==> src/stvc_pkg.sv <==
// Package with shared types, constants and helpers for the sparse contraction block.
package stvc_pkg;

    localparam int VectorDepth = 1024;
    localparam int AddrBits = 10;
    localparam int KeyBits = 48;
    localparam int ValueBits = 24;
    localparam int AccBits = 48;
    localparam int HalfBits = AccBits / 2;
    localparam int ThrBits = 47;
    localparam int ProdBits = 2 * ValueBits;
    localparam int TermBits = ProdBits + 1;
    localparam int SqBits = 2 * AccBits;

    localparam logic MODE_LOAD = 1'b0;
    localparam logic MODE_ENTRY = 1'b1;

    typedef struct packed {
        logic                        mode;
        logic [AddrBits-1:0]         vec_addr;
        logic signed [ValueBits-1:0] vec_re;
        logic signed [ValueBits-1:0] vec_im;
        logic [KeyBits-1:0]          prefix_key;
        logic [AddrBits-1:0]         last_coord;
        logic signed [ValueBits-1:0] entry_re;
        logic signed [ValueBits-1:0] entry_im;
        logic                        end_of_stream;
    } in_item_t;

    typedef struct packed {
        logic [KeyBits-1:0]        out_key;
        logic signed [AccBits-1:0] sum_re;
        logic signed [AccBits-1:0] sum_im;
        logic                      last_in_step;
    } out_item_t;

    // Work handed from the front part to the back part.
    typedef struct packed {
        logic [KeyBits-1:0]          key;
        logic [AddrBits-1:0]         coord;
        logic signed [ValueBits-1:0] er;
        logic signed [ValueBits-1:0] ei;
        logic                        close_old;
        logic                        eos;
    } cmd_t;

    localparam int QueueDepth = 2;
    localparam int QueueBits = 1;

    function automatic logic [AccBits-1:0] mag(input logic signed [AccBits-1:0] v);
        logic [AccBits-1:0] r;
        r = v[AccBits-1] ? AccBits'(-v) : AccBits'(v);
        return r;
    endfunction

endpackage

==> src/stvc_front.sv <==
// Front part: gates loads of the vector store, tracks the open group and queues entry commands.
module stvc_front import stvc_pkg::*; (
    input  logic     aclk,
    input  logic     aresetn,
    input  logic     s_valid,
    output logic     s_ready,
    input  in_item_t s_data,
    output logic     cmd_valid,
    input  logic     cmd_ready,
    output cmd_t     cmd_data
);

    logic [KeyBits-1:0] open_key_reg, open_key_next;
    logic               open_reg, open_next;
    cmd_t               q_mem [QueueDepth];
    logic [QueueBits-1:0] wr_ptr_reg, rd_ptr_reg;
    logic [QueueBits:0]   cnt_reg;
    logic               push, pop, is_entry;
    cmd_t               cmd;

    // A load waits until every queued entry has read the vector store.
    assign is_entry = (s_data.mode == MODE_ENTRY);
    assign s_ready  = is_entry ? (cnt_reg != (QueueBits+1)'(QueueDepth)) : (cnt_reg == '0);
    assign push     = s_valid && s_ready && is_entry;
    assign pop      = cmd_valid && cmd_ready;
    assign cmd_valid = (cnt_reg != '0);
    assign cmd_data  = q_mem[rd_ptr_reg];

    always_comb begin
        cmd.key       = s_data.prefix_key;
        cmd.coord     = s_data.last_coord;
        cmd.er        = s_data.entry_re;
        cmd.ei        = s_data.entry_im;
        cmd.close_old = open_reg && (s_data.prefix_key != open_key_reg);
        cmd.eos       = s_data.end_of_stream;
        open_key_next = open_key_reg;
        open_next     = open_reg;
        if (push) begin
            open_key_next = s_data.prefix_key;
            open_next     = !s_data.end_of_stream;
        end
    end

    always_ff @(posedge aclk) begin
        if (!aresetn) begin
            open_key_reg <= '0;
            open_reg     <= 1'b0;
            wr_ptr_reg   <= '0;
            rd_ptr_reg   <= '0;
            cnt_reg      <= '0;
        end else begin
            open_key_reg <= open_key_next;
            open_reg     <= open_next;
            if (push) wr_ptr_reg <= wr_ptr_reg + 1'b1;
            if (pop) rd_ptr_reg <= rd_ptr_reg + 1'b1;
            cnt_reg <= cnt_reg + (QueueBits+1)'(push) - (QueueBits+1)'(pop);
        end
    end

    always_ff @(posedge aclk) begin
        if (push) q_mem[wr_ptr_reg] <= cmd;
    end

endmodule

==> config.mk <==
export PLATFORM = sky130hd
export DESIGN_NAME = stvc_front
export DESIGN_NICKNAME = d
export VERILOG_FILES = /design/src/stvc_pkg.sv /design/src/stvc_front.sv
export SDC_FILE = /design/constraint.sdc
export NUM_CORES = 1
export LEC_CHECK = 0
export BUFFER_PORTS_ARGS = -buffer_cell sky130_fd_sc_hd__buf_4
export CAP_MARGIN = 20
export CORE_ASPECT_RATIO = 1.75
export CORE_UTILIZATION = 28
export DETAILED_ROUTE_END_ITERATION = 8
export PLACE_DENSITY = 0.45
export SETUP_SLACK_MARGIN = 0.15
export SYNTH_ARGS = -nofsm -noshare
export SYNTH_HDL_FRONTEND = slang
export SYNTH_SLANG_ARGS = --single-unit
==> constraint.sdc <==
create_clock -name aclk -period 4.8 [get_ports aclk]
set_input_delay 0 -clock aclk [delete_from_list [all_inputs] [get_ports aclk]]
set_output_delay 0 -clock aclk [all_outputs]
set_load 0.03 [all_outputs]
# [Word-level counts from Yosys, hierarchy flattened]
# Memories as Yosys holds them, arrays and structs flattened. A register that Yosys moved wholly into a read port is not among the register bits.
# Cells that the tools add are included.
[totals] word_cells=24 latch_bits=0 mem_count=1 mem_bits_ro=0 ramBits=216 input_bits=170 register_bits=53
[op_classes] reduce_logical=7 shifts=0 n_div=0 bitwise_logic=0 magnitude_cmp=0 mul=0 mux=5 n_addsub=4 n_eq_ne=2
[memory_table] name="q_mem" words=2 width=108 rd=1 rd_ports_with_merged_regs=1 wr=1 line_no="stvc_front.sv:15" rtl="cmd_t q_mem [QueueDepth];"
[op_table] op="$ne A48 B48 Y1" n=1
[op_table] op="$mux W1" n=5
[op_table] op="$logic_and A1 B1 Y1" n=4
[op_table] op="$add A1 B1 Y1 const B" n=2
[op_table] op="$add A2 B1 Y2" n=1
[op_table] op="$logic_not A2 Y1" n=1
[op_table] op="$ne A2 B2 Y1 const B" n=1
[op_table] op="$reduce_bool A2 Y1" n=1
[op_table] op="$sub A2 B1 Y2" n=1
[op_table] op="$logic_not A1 Y1" n=1

# [Longest topological paths before layout]
# Gate-level depths: netlist of the first run.
[logic_depth] depth_word=6 ltp_mapped=11 depth_no_buf=9

# [Least setup slack after synthesis of the first run]
# Ideal clock, no wire load.
[synth_timing] path_kind="register -> register" start="reg cnt_reg[0]" end="mem q_mem[1][0] (netlist bit), enable pin" slack_ns=0.863 setup_time_ns=0.480 stages_incl_launch_ff=6 t_arrival_ns=3.457 n_path_buf=2 synth_period_minus_slack_ns=3.937 t_required_ns=4.320 path_cell_list="dfxtp_1 > nor2_1 > o211a_1 > buf_6 > buf_2 > and2_1"
[synth_between] elab_chain_len=6
[synth_lines] element="start: declaration" line_no="stvc_front.sv:17" rtl="logic [QueueBits:0] cnt_reg;"
[synth_lines] element="start signal: assignment" line_no="stvc_front.sv:56" rtl="cnt_reg <= cnt_reg + (QueueBits+1)'(push) - (QueueBits+1)'(pop);"
[synth_lines] element="$ne A2 B2 Y1 or $logic_not A2 Y1 (tied branches)" line_no="stvc_front.sv:23" rtl="assign s_ready = is_entry ? (cnt_reg != (QueueBits+1)'(QueueDepth)) : (cnt_reg == '0);"
[synth_lines] element="$mux W1 *" line_no="stvc_front.sv:23"
[synth_lines] element="$logic_and A1 B1 Y1 * (2 in a row)" line_no="stvc_front.sv:24" rtl="assign push = s_valid && s_ready && is_entry;"
[synth_lines] element="$mux W1 *" line_no="stvc_front.sv:61" rtl="if (push) q_mem[wr_ptr_reg] <= cmd;"
[synth_lines] element="$mux W1 (not written as such) *" line_no="stvc_front.sv:61"
[synth_lines] element="end: declaration" line_no="stvc_front.sv:15"
# Every way passes the cells marked *; elsewhere a longest branch is shown, timed or not.

# [Final worst setup path of the first run]
[layout_timing] start="reg cnt_reg[0]" end="reg cnt_reg[1]"
[layout_between] elab_chain_len=6
[layout_lines] element="$ne A2 B2 Y1 or $logic_not A2 Y1 (tied branches)" line_no="stvc_front.sv:23"
[layout_lines] element="$mux W1" line_no="stvc_front.sv:23"
[layout_lines] element="$logic_and A1 B1 Y1 (2 in a row)" line_no="stvc_front.sv:24"
[layout_lines] element="$add A2 B1 Y2" line_no="stvc_front.sv:56"
[layout_lines] element="$sub A2 B1 Y2 *" line_no="stvc_front.sv:56"
# Marks and branches as above.
# A chain may end at the register's enable or synchronous reset.

==> flow_summary.toml, run 1 <==
[worst_hold_path]
holdCritPathClass = "in2reg"

[floorplan]
start_util_pct = 28.6
die_w_um = 148
fp.dieH_um = 257
rows = 92
ios = 280
die-area_sq_um = 37900
coreArea_sq_um = 36300

[synth]
ys_ff_latch = 270
synthAdderAreaFrac_pct = 0.241
synth_top_family_by_area = "multiplexers"
yosys.area_share.simple_pct = 5.05
synth-xor-area-share_pct = 4.31
synth_cell_types = 24
synthCells = 637
syn-num-nets = 809
avgSynthCellArea_sq_um = 16.3
synth_compound_area_share_pct = 3.82
yosysSeqAreaShare_pct = 72.9
synthMuxAreaShare_pct = 11.7
ys_warn_count = 0
netlist_area_sq_um = 10400

[routing]
vias = 6261
vias_per_cell = 4.29
wl_per_cell_um = 17.2
drt_wl_total_um = 25100
ant_nets = 0
drc = 0
dr.pass1.iters = 4
drt_iter0_markers = 164

[power_and_ir_drop]
pwr_density_cell_nw_per_um2 = 499
irDropWorstVdd_v = 0.000310
p_leak_nw = 5.41

[clocking]
clockBufferDepth = 3
cts_resized = 0
cts_root_buf = "clkbuf_16"
htreeDepth = 1
worstSkewPairLatency_ns = 0.54
clock-sinks = 270
cts_tree = "built"
clk_pin_slew_ns = 0.06
cts_buffers = 27

[global_route]
first_global_vias = 6580
grt_pass1_wl_um = 37900
grt_max_degree = 88
groute.usage.overall_pct = 13.2
antenna_found_initial = 0
gr-total-overflow = 0

[setup_path]
required_ns = 5.23
path_cells = "nor2_1, o211a_2, buf_4, inv_8, ha_1, inv_1, ha_1, xnor2_1, xnor2_1, and2_1"
critPathTopFamily = "buffers and inverters"
crit_fanout = 51
crit_path_end_kind = "flop"
cp.arrival_ns = 3.00
cp_num_buf_inv = 3
crit_slowest_cell = "buf_4"
max_stage_delay_ns = 0.50
critical_path_class = "reg2reg"
critPathLaunchType = "flop"

[finish]
syn_to_final_growth_pct = 39.9
final_util_pct = 40.0
final_cells = 1461
drive_gt1_share_pct = 37.6
final_nets = 1146
n_fill_cell = 3403
multi_input_area_sq_um = 2610
regArea_sq_um = 7570
diodes = 0
largest_reg_flops = 216

[placed_design]
placed_cells = 1306
dp_slack_ns = 2.16
dp_hpwl_um = 16000
gp_congestion = 0.678
io_buffers = 221

[sta]
maxSlewViolCount = 0
finalCritPeriodShare_pct = 53.6
worstMarginPinSlew_ns = 0.864
hold_slack_ns = 0.187
fmax_mhz = 388
fin_ws_ns = 2.23
slew_headroom_pct = 42.4
grt_setup_unrepaired = "false"
finalCriticalPeriod_ns = 2.57
setup_viol = 0
tns_ns = 0
skew_ns = 0.0161
hold_viol = 0

[run_status]
run_status = "finished, final reports clean"

[run]
timing.max_cap.violations = 0
report_power, final:
group	internal (mW)	switching, mW	leakage, nW
clock	1.35	0.867	0.435
combinational	0.901	1.20	2.56
sequential	2.79	0.150	2.42
total	5.04	2.21	5.41
placed cells by master, fill, tap and decap left out:
cell             n
clkbuf_1         8
o21a_1           1
bufinv_16        6
nor2b_1          1
clkinv_1         5
buf_12           2
dfxtp_4          1
o31a_1           1
buf_4          225
o211a_2          1
mux2_2         108
nand2_1         99
xnor2_1          2
and2_1           5
inv_8            1
and2_4           1
dfxtp_1         53
nor4_1          12
ha_1             2
edfxtp_1       216
xor2_1          49
nand4_1          3
nor2_4           1
nor2_1           1
dlygate4sd3_1  109
o211a_1          1
a21boi_1        48
inv_1            2
clkbuf_16       27
stage by stage:
stage / power (mW) / area (sq um)
after global routing: 7.58 / 14500
final: 7.25 / 14500
after detailed placement: 5.07 / 12500
after global placement: 5.06 / 12500
after floorplan: 4.30 / 10400
after CTS: 7.40 / 14500
worst reg2reg max path, delay by kind of cell, from the launching register on:
| kind | cells | cell delay, ns |
|---|---|---|
| adders and majority gates | 2 | 0.54 |
| xor gates and xnor gates | 2 | 0.25 |
| AOI/OAI and AO/OA | 1 | 0.22 |
| and+or+nand+nor | 2 | 0.31 |
| DFF | 1 | 0.34 |
| buffers and inverters | 3 | 0.81 |
area by class of cell:
type                       instances  area share (%)
multi-input combinational        336            18.0
inverter                           3           0.129
tap                              470            4.05
sequential                       270            52.2
clock inverter                    11            1.37
clock buffer                      35            4.86
timing repair buffer             336            19.4
timing repair:
action | CTS | global route
hold buffers | 109 | 0
buffers inserted | 0 | 0
hold endpoints to repair | 268 | 0
routing by layer:
| metal | part of all wire [%] | up-vias | track usage, % | wire length (um) |
|---|---|---|---|---|
| met1 | 38 | 3071 | 14.1 | 9470 |
| met4 | 2.9 | 0 | 5.27 | 721 |
| met3 | 4.1 | 37 | 1.99 | 1040 |
| li1 | - | 2996 | - | - |
| met5 | 0 | - | 0 | 0 |
| met2 | 55 | 157 | 25.3 | 13900 |
cells in the mapped netlist:
| master | n | area share [%] |
|---|---|---|
| edfxtp_1 | 216 | 63 |
| nor2_1 | 1 | 0.036 |
| dfxtp_1 | 54 | 10 |
| buf_6 | 5 | 0.54 |
| o31a_1 | 1 | 0.084 |
| and2_1 | 6 | 0.36 |
| nand2_1 | 99 | 3.6 |
| buf_2 | 15 | 0.72 |
| clkbuf_1 | 5 | 0.18 |
| nand4_1 | 3 | 0.18 |
| xor2_1 | 49 | 4.1 |
| nor4_1 | 12 | 0.72 |
| o211a_1 | 2 | 0.19 |
| o21a_1 | 1 | 0.072 |
| inv_1 | 2 | 0.072 |
| a21boi_1 | 48 | 3.5 |
| buf_4 | 2 | 0.14 |
| ha_1 | 2 | 0.24 |
| nor2b_1 | 1 | 0.060 |
| inv_8 | 1 | 0.11 |
| xnor2_1 | 2 | 0.17 |
| buf_8 | 1 | 0.14 |
| nor2_4 | 1 | 0.11 |
| mux2_2 | 108 | 12 |
cells by family after synthesis:
group | count (synthesis)
AO/OA/AOI/OAI | 52
XOR/XNOR | 51
flip-flops | 270
adder cells (fa/ha/maj) | 2
multiplexers | 108
AND/OR/NAND/NOR | 123
buffers and inverters | 31
worst paths after layout:
path               startpoint               end  slack, ns  cells after the start
max                cnt_reg[0]        cnt_reg[1]       2.23                     10
min                s_data[10]      q_mem[1][11]       0.19                      2
max reg2reg        cnt_reg[0]        cnt_reg[1]       2.23                     10
min reg2reg  open_key_reg[20]  open_key_reg[20]       0.46                      2
Note: power is estimated with default switching activity, not from simulation.
==> run 2: changes to the inputs <==
clock period = 2.4 ns   (was 4.8 ns; I/O delays follow)
==> run 2 against run 1 <==
Compared with the run above:
- global-route usage up 0.15 points
- first-iteration DRC count up 51%
- sequential share of layout area down 0.81 points
- largest cell class unchanged
- clock skew down 0.0015 ns
- count of clock-buffer cells in the layout down 1
- critical path type is now reg2out
- non-clock buffer count up 6
- routed wire length up 0.98%
==> flow_summary.toml, run 2 (synthesis gave the netlist of run 1 again) <==
[finish]
drive_gt1_share_pct = 39.4
final_cells = 1473
n_fill_cell = 3443
final_cell_mix = "buf_4, edfxtp_1, dlygate4sd3_1"
final_util_pct = 40.7
syn_to_final_growth_pct = 42.1
largest_reg_flops = 216
final_nets = 1153
diodes = 0
final_common_cell = "buf_4"

[sta]
grt_setup_unrepaired = "false"
skew_ns = 0.0146
maxSlewViolCount = 0
setup_viol = 0
worstMarginPinSlew_ns = 0.599
slew_headroom_pct = 60.0
finalCritPeriodShare_pct = 86.8
hold_viol = 0
finalCriticalPeriod_ns = 2.08
fmax_mhz = 480

[global_route]
gr-total-overflow = 0
first_global_vias = 6688
antenna_found_initial = 0
groute.usage.overall_pct = 13.3
grt_max_degree = 56
grt_pass1_wl_um = 38400

[placed_design]
dp_hpwl_um = 16600
placed_cells = 1312
gp_congestion = 0.709
io_buffers = 221

[setup_path]
critical_path_class = "reg2out"
crit_path_end_kind = "output pin"
worstReg2RegStart = "cnt_reg[0]"
critPathLaunchType = "flop"
crit_fanout = 23
cp.arrival_ns = 2.08
required_ns = 2.40

[routing]
vias_per_cell = 4.24
drt_iter0_markers = 248
drc = 0
wl_per_cell_um = 17.2
drt_wl_total_um = 25300
dr.pass1.iters = 4
ant_nets = 0
vias = 6252

[clocking]
cts_buffers = 28
cts_root_buf = "clkbuf_16"
worstSkewPairLatency_ns = 0.55
clockBufferDepth = 3
post_cts_buffers = 0
htreeDepth = 1
clock-sinks = 270
cts_tree = "built"
clk_pin_slew_ns = 0.06

[run_status]
run_status = "finished, final reports clean"

[floorplan]
die-area_sq_um = 37900
die_w_um = 148
coreArea_sq_um = 36300
start_util_pct = 28.6
ios = 280
fp.dieH_um = 257
rows = 92

[power_and_ir_drop]
irDropWorstVdd_v = 0.000629
pwr_density_cell_nw_per_um2 = 1020
power_mw = 15.0
p_leak_nw = 5.51

[worst_hold_path]
holdCritPathClass = "in2reg"
min_from = "s_data[26]"

[run]
timing.max_cap.violations = 0
[run 2: cell count changes in the layout (fill, tap and decap cells not counted), sizes merged]
cell,change
clkbuf,-1
buf,+6
clkinv,+2
clkinvlp,+4
inv,+1
[run 2: worst paths after layout]
kind | end | slack (ns) | depth (start not counted)
worst max-delay path | cmd_data[91] | 0.32 | 3
worst min-delay path | q_mem[1][27] | 0.18 | 2
worst min register to register | open_key_reg[27] | 0.46 | 2
worst max register to register | cnt_reg[1] | 0.59 | 9
[run 2: cell type report]
type	count	area [sq um]	area share (%)
sequential	270	7570	51.4
timing repair buffer	342	2920	19.8
multi-input combinational	336	2610	17.7
clock buffer	34	785	5.32
tap	470	588	3.99
clock inverter	18	253	1.71
inverter	3	18.8	0.127
[run 2: layer usage]
layer	global-route usage, %	up-vias	part of all wire, %
li1	-	3014	-
met3	1.67	37	3.6
met2	26.7	143	56
met5	0	-	0
met1	13.7	3058	37
met4	4.78	0	2.5
[run 2: worst max-delay path: stages (launching register included)]
cell and delay, ns:
dfxtp_4 0.61, buf_4 0.34, mux2_2 0.38, buf_4 0.17
[run 2: where the power goes]
group / total [mW] / internal [mW] / switching [mW]
logic: 4.39 / 1.86 / 2.52
clock network: 4.83 / 2.97 / 1.86
registers: 5.79 / 5.58 / 0.213
total: 15.0 / 10.4 / 4.59
[run 2: through the flow]
stage          cell area (sq um)  TNS [ns]  worst slack (ns)  hold slack, ns
3_3_place_gp               12600         0             0.587           0.185
2_1_floorplan              10400    -87.82            -0.507          0.0989
4_1_cts                    14700         0             0.219           0.146
6_report                   14700         0             0.317           0.183
3_5_place_dp               12600         0             0.575           0.188
5_1_grt                    14700         0             0.174           0.167
[run 2: what timing repair did]
item | CTS | global route
endpoints found under the hold margin | 268 | 0
setup endpoints to repair | 0 | 0
hold buffers | 109 | 0
gates resized for setup | 0 | 0
